--- src/hw/rtl/dpq_pkg.sv ---
// dpq_pkg: shared types and constants for the double-ended priority queue
// no dependencies; used by dpq_cell and double_ended_priority_queue
package dpq_pkg;

  localparam int unsigned DepthDefault = 16;
  localparam int unsigned ValueW       = 32;
  localparam int unsigned KindW        = 2;
  localparam int unsigned StatusW      = 2;
  localparam int unsigned EntryCountW  = 5;

  // value returned by a pop on an empty queue
  localparam logic signed [ValueW-1:0] EmptyValue = -32'sd1;

  typedef enum logic [KindW-1:0] {
    KindPush   = 2'd0,
    KindPopMax = 2'd1,
    KindPopMin = 2'd2,
    KindNop    = 2'd3
  } kind_e;

  typedef enum logic [StatusW-1:0] {
    StOk    = 2'd0,
    StEmpty = 2'd1,
    StFull  = 2'd2
  } status_e;

  // one stored entry of the chain
  typedef struct packed {
    logic                     valid;
    logic signed [ValueW-1:0] val;
    logic signed [ValueW-1:0] prio;
  } entry_t;

  // command broadcast to every cell in a cycle
  typedef struct packed {
    logic                     push;
    logic                     pop_max;
    logic                     pop_min;
    logic signed [ValueW-1:0] val;
    logic signed [ValueW-1:0] prio;
  } cmd_t;

endpackage

--- src/hw/rtl/dpq_cell.sv ---
// dpq_cell: one slot of the sorted shift-register chain
// depends on dpq_pkg (entry_t, cmd_t)
module dpq_cell (
  input  logic            clk_i,
  input  logic            rst_ni,
  input  dpq_pkg::cmd_t   cmd_i,
  input  dpq_pkg::entry_t left_i,
  input  logic            left_ge_i,
  input  dpq_pkg::entry_t right_i,
  output dpq_pkg::entry_t entry_o,
  output logic            ge_o,
  output logic [dpq_pkg::ValueW-1:0] tail_value_o
);
  import dpq_pkg::*;

  logic   valid_q, valid_d;
  logic signed [ValueW-1:0] val_q, val_d;
  logic signed [ValueW-1:0] prio_q, prio_d;

  // held entry stays ahead of an incoming one of lower or equal priority
  assign ge_o = valid_q && ($signed(prio_q) >= $signed(cmd_i.prio));

  assign entry_o = '{valid: valid_q, val: val_q, prio: prio_q};

  // last valid cell drives the tail value, all others drive zero
  assign tail_value_o = (valid_q && !right_i.valid) ? val_q : '0;

  always_comb begin
    valid_d = valid_q;
    val_d   = val_q;
    prio_d  = prio_q;
    if (cmd_i.push) begin
      if (!ge_o) begin
        if (left_ge_i) begin
          valid_d = 1'b1;
          val_d   = cmd_i.val;
          prio_d  = cmd_i.prio;
        end else begin
          valid_d = left_i.valid;
          val_d   = left_i.val;
          prio_d  = left_i.prio;
        end
      end
    end else if (cmd_i.pop_max) begin
      valid_d = right_i.valid;
      val_d   = right_i.val;
      prio_d  = right_i.prio;
    end else if (cmd_i.pop_min) begin
      valid_d = valid_q && right_i.valid;
    end
  end

  always_ff @(posedge clk_i or negedge rst_ni) begin
    if (!rst_ni) begin
      valid_q <= 1'b0;
    end else begin
      valid_q <= valid_d;
    end
  end

  always_ff @(posedge clk_i) begin
    val_q  <= val_d;
    prio_q <= prio_d;
  end

endmodule

--- src/hw/rtl/double_ended_priority_queue.sv ---
// double_ended_priority_queue: bounded queue sorted by priority, highest first
// the result of a transaction is registered and strobed on done_o in the cycle after start_i
// throughput: one transaction per cycle, as the whole cell chain updates together
// busy_o stays low; the receiver cannot stall, each result shows for exactly one cycle
// reset: asynchronous active-low rst_ni empties the queue; stored data is not cleared
// depends on dpq_pkg and dpq_cell
module double_ended_priority_queue #(
  parameter int unsigned DEPTH = dpq_pkg::DepthDefault
) (
  input  logic                               clk_i,
  input  logic                               rst_ni,
  input  logic                               start_i,
  output logic                               busy_o,
  input  logic [dpq_pkg::KindW-1:0]          kind_i,
  input  logic signed [dpq_pkg::ValueW-1:0]  item_value_i,
  input  logic signed [dpq_pkg::ValueW-1:0]  item_priority_i,
  output logic                               done_o,
  output logic signed [dpq_pkg::ValueW-1:0]  popped_value_o,
  output logic [dpq_pkg::StatusW-1:0]        status_o,
  output logic [dpq_pkg::EntryCountW-1:0]    entry_count_o
);
  import dpq_pkg::*;

  localparam int unsigned CntW = $clog2(DEPTH + 1);

  // chain state, one entry per cell
  entry_t entries [DEPTH];
  logic   ge      [DEPTH];
  logic [ValueW-1:0] tail_vals [DEPTH];

  cmd_t   cmd;
  logic   full, empty;
  logic [ValueW-1:0] tail_value;

  // occupancy counter and registered result
  logic [CntW-1:0]          occ_q, occ_d;
  logic                     done_q;
  logic signed [ValueW-1:0] result_q, result_d;
  status_e                  status_q, status_d;

  kind_e kind;
  assign kind = kind_e'(kind_i);

  // the chain takes a transaction every cycle
  assign busy_o = 1'b0;

  // sorted chain: head in cell 0, valid cells always form a prefix
  assign full  = entries[DEPTH-1].valid;
  assign empty = !entries[0].valid;

  // only one cell drives a nonzero tail value, so an or-reduce selects it
  always_comb begin
    tail_value = '0;
    for (int i = 0; i < DEPTH; i++) begin
      tail_value = tail_value | tail_vals[i];
    end
  end

  // decode the transaction into a chain command and the result
  always_comb begin
    cmd         = '0;
    cmd.val     = item_value_i;
    cmd.prio    = item_priority_i;
    occ_d       = occ_q;
    result_d    = '0;
    status_d    = StOk;
    if (start_i) begin
      case (kind)
        KindPush: begin
          if (full) begin
            status_d = StFull;
          end else begin
            cmd.push = 1'b1;
            occ_d    = occ_q + CntW'(1);
          end
        end
        KindPopMax: begin
          if (empty) begin
            result_d = EmptyValue;
            status_d = StEmpty;
          end else begin
            cmd.pop_max = 1'b1;
            result_d    = entries[0].val;
            occ_d       = occ_q - CntW'(1);
          end
        end
        KindPopMin: begin
          if (empty) begin
            result_d = EmptyValue;
            status_d = StEmpty;
          end else begin
            cmd.pop_min = 1'b1;
            result_d    = $signed(tail_value);
            occ_d       = occ_q - CntW'(1);
          end
        end
        default: begin
          // unused kind: no change, ok status, zero value
        end
      endcase
    end
  end

  // cell chain; cell 0 sees a virtual left neighbor that always ranks ahead
  for (genvar i = 0; i < DEPTH; i++) begin : g_cell
    entry_t left_entry;
    entry_t right_entry;
    logic   left_ge;

    if (i == 0) begin : g_head
      assign left_entry = '{valid: 1'b1, val: '0, prio: '0};
      assign left_ge    = 1'b1;
    end else begin : g_body
      assign left_entry = entries[i-1];
      assign left_ge    = ge[i-1];
    end

    if (i == DEPTH - 1) begin : g_tail
      assign right_entry = '0;
    end else begin : g_next
      assign right_entry = entries[i+1];
    end

    dpq_cell u_cell (
      .clk_i        (clk_i),
      .rst_ni       (rst_ni),
      .cmd_i        (cmd),
      .left_i       (left_entry),
      .left_ge_i    (left_ge),
      .right_i      (right_entry),
      .entry_o      (entries[i]),
      .ge_o         (ge[i]),
      .tail_value_o (tail_vals[i])
    );
  end

  always_ff @(posedge clk_i or negedge rst_ni) begin
    if (!rst_ni) begin
      occ_q  <= '0;
      done_q <= 1'b0;
    end else begin
      occ_q  <= occ_d;
      done_q <= start_i;
    end
  end

  // result payload needs no reset, it is qualified by done_o
  always_ff @(posedge clk_i) begin
    result_q <= result_d;
    status_q <= status_d;
  end

  assign done_o         = done_q;
  assign popped_value_o = result_q;
  assign status_o       = status_q;

  // entry count is reported modulo the five-bit field
  if (CntW >= EntryCountW) begin : g_cnt_trunc
    assign entry_count_o = occ_q[EntryCountW-1:0];
  end else begin : g_cnt_ext
    assign entry_count_o = {{(EntryCountW - CntW){1'b0}}, occ_q};
  end

endmodule

--- config.mk ---
export PLATFORM = sky130hd
export DESIGN_NAME = double_ended_priority_queue
export DESIGN_NICKNAME = d
export VERILOG_FILES = /design/src/hw/rtl/dpq_pkg.sv /design/src/hw/rtl/dpq_cell.sv /design/src/hw/rtl/double_ended_priority_queue.sv
export SDC_FILE = /design/constraint.sdc
export NUM_CORES = 2
export LEC_CHECK = 0
export BUFFER_PORTS_ARGS = -buffer_cell sky130_fd_sc_hd__buf_2
export CAP_MARGIN = 25
export CORE_ASPECT_RATIO = 0.75
export CORE_UTILIZATION = 33
export CTS_CLUSTER_SIZE = 8
export DETAILED_ROUTE_END_ITERATION = 7
export PLACE_DENSITY = 0.51
export SYNTH_ARGS = -nofsm -noshare
export SYNTH_HDL_FRONTEND = slang
export SYNTH_HIERARCHICAL = 1
export SYNTH_SLANG_ARGS = --single-unit
--- constraint.sdc ---
create_clock -name clk_i -period 8.15 [get_ports clk_i]
set_clock_uncertainty 0.2 [all_clocks]
set_input_delay 1.63 -clock clk_i [delete_from_list [all_inputs] [get_ports clk_i]]
set_output_delay 1.63 -clock clk_i [all_outputs]
set_load 0.1 [all_outputs]
==> impl_metrics.ini <==
[run_status]
run_status = finished, final reports clean

[drt]
drt_pass1_iterations = 6
drcViolationCount = 0
ant_nets = 0
vias_per_cell = 5.29
initialDrtViolationCount = 6180
vias = 55607
routed_wl_mm = 238
wl_per_cell_um = 22.6

[sta]
hold_viol = 0
fin_crit_ps = 5170
tns_ps = 0
max_freq_mhz = 193
hold_ws_ps = 272
layout_worst_path_cycle_share_pct = 63.5
relSlewSlack_pct = 32.1
finalMaxSlewViolations = 0
setup_viol = 0
worst_pin_slew_ps = 1020
grt_setup_unrepaired = false

[placed_design]
routabilityCongestion = 0.821
port_buffers = 108
post-dp-hpwl_mm = 152

[clock_network]
clk_path_buf_depth = 4
numClockSinks = 1080
holdBufCountCts = 0
cts_max_level = 4
cts_tree = yes
cts_resized = 0
worstSkewPairLatency_ps = 810
numCtsBuffers = 161
clk_root_buffer_cell = clkbuf_16
cts_setup_buffers = 0
clk_pin_slew_ps = 50

[global_routing]
grt_pass1_vias = 53158
grt_pass1_wl_mm = 352
grt.overflow.total = 0
grt_antenna_before_repair = 25
grt_max_degree = 241
grt_usage_pct = 20.9

[power]
combPwrFrac_pct = 38.5
power.density_nw_per_um2 = 280
p_switching_mw = 8.87
pwr-share-clk_pct = 27.4
switching_share_pct = 38.7
finalPower_mw = 22.9
p_leak_nw = 33.7
ir_drop_v = 0.000347
power_frac_seq_pct = 34.1
p_int_mw = 14.1

[die]
core_area_um2 = 217000
die_y_um = 408
io_pins = 110
rows = 148
initial_core_util_pct = 33.3
die_area_um2 = 221000
fp.dieW_um = 543

[hold_path]
hold_class = flop to flop

[setup_path]
cp_top_family = buffers and inverters
required_ps = 8450
critPathLaunchType = input port
endpoint_kind = flop
worst-setup-path-type = input port to flop
crit_fanout = 35
cp_cell_sequence = buf_2 -> buf_4 -> inv_1 -> ha_1 -> nand4_1 -> or4_1 -> a31oi_1 -> o31ai_1 -> a21boi_4 -> buf_12 -> mux2i_1 -> a21oi_1
arrival_ps = 5470
cpPeakStageDelay_ps = 570
path_buf_inv = 4
cp_slowest_cell = or4_1

[yosys]
synth_area_um2 = 72400
syn_area_per_cell_um2 = 9.80
yosys_warnings = 6
syn-instance-count = 7386

[final_layout]
syn2layout_area_growth_pct = 12.9
drive_gt1_share_pct = 6.84
fin_nets = 8079

[flow_run]
drv_cap = 0
==> power by group through the flow <==
stage	clock network [mW]	logic [mW]	registers, mW
5_1_grt	6.62	9.43	7.90
3_3_place_gp	0	8.55	7.90
2_1_floorplan	0	5.66	7.88
6_report	6.29	8.82	7.81
3_5_place_dp	0	8.71	7.89
4_1_cts	6.44	8.70	7.80
==> cell type report <==
| cell class | count | area [µm²] |
|---|---|---|
| antenna | 8 | 20.0 |
| clock buffer | 253 | 4460 |
| clock inverter | 3 | 17.5 |
| fill | 21678 | 136000 |
| inverter | 538 | 2020 |
| multi-input combinational | 5470 | 37500 |
| sequential | 1080 | 32000 |
| tap | 2925 | 3660 |
| timing repair buffer | 239 | 2060 |
==> stage by stage <==
step,instances,worst slack (ps),util [%],cell area [µm²]
6_report,10516,2980,37.6,81800
5_1_grt,10510,2820,37.6,81700
4_1_cts,10501,2890,37.5,81600
3_5_place_dp,10245,2070,35.5,77100
3_3_place_gp,10245,2060,35.5,77100
2_1_floorplan,7518,84.9,-,72900
==> layer usage <==
metal | wire length [µm] | global-route usage, % | vias up
li1 | - | - | 26771
met1 | 120000 | 33.1 | 26685
met2 | 95200 | 29.3 | 1895
met3 | 18700 | 3.59 | 246
met4 | 3640 | 3.82 | 10
met5 | 53 | 0 | -
==> state kept, by name (all words and copies together), names as in the netlist <==
signal	cells
g_cell.u_cell/prio_q	512
g_cell.u_cell/val_q	512
popped_value_o	32
g_cell.u_cell/valid_q	16
entry_count_o	5
status_o	2
done_o	1
==> cells in the final DEF (no fill, tap or decap), types with 30 or more instances in the layout <==
cell / instances
buf_2: 108
nand2_1: 132
clkbuf_1: 88
ha_1: 519
nor4b_1: 30
conb_1: 134
inv_1: 538
and2_1: 520
buf_4: 92
o21ai_0: 58
nand4_1: 128
dfxtp_1: 34
buf_12: 33
mux2i_1: 1040
nor4_1: 95
nor2_1: 1097
clkbuf_16: 165
o22ai_1: 47
edfxtp_1: 1024
nor2b_1: 48
a21oi_1: 1226
==> final timing paths <==
check | slack (ps) | start | cells past startpoint | endpoint
hold reg to reg | 270 | entry_count_o[4] | 1 | entry_count_o[4]
setup / recovery | 2980 | item_priority_i[15] | 12 | g_cell[2].u_cell/val_q[30]
min in group asynchronous | 730 | rst_ni | 1 | entry_count_o[0]
max in group asynchronous | 6300 | rst_ni | 1 | g_cell[0].u_cell/valid_q
setup reg to reg | 4070 | g_cell[14].u_cell/prio_q[13] | 9 | g_cell[15].u_cell/val_q[4]
hold / removal | 270 | entry_count_o[4] | 1 | entry_count_o[4]
Power figures use the tool's default switching activity.
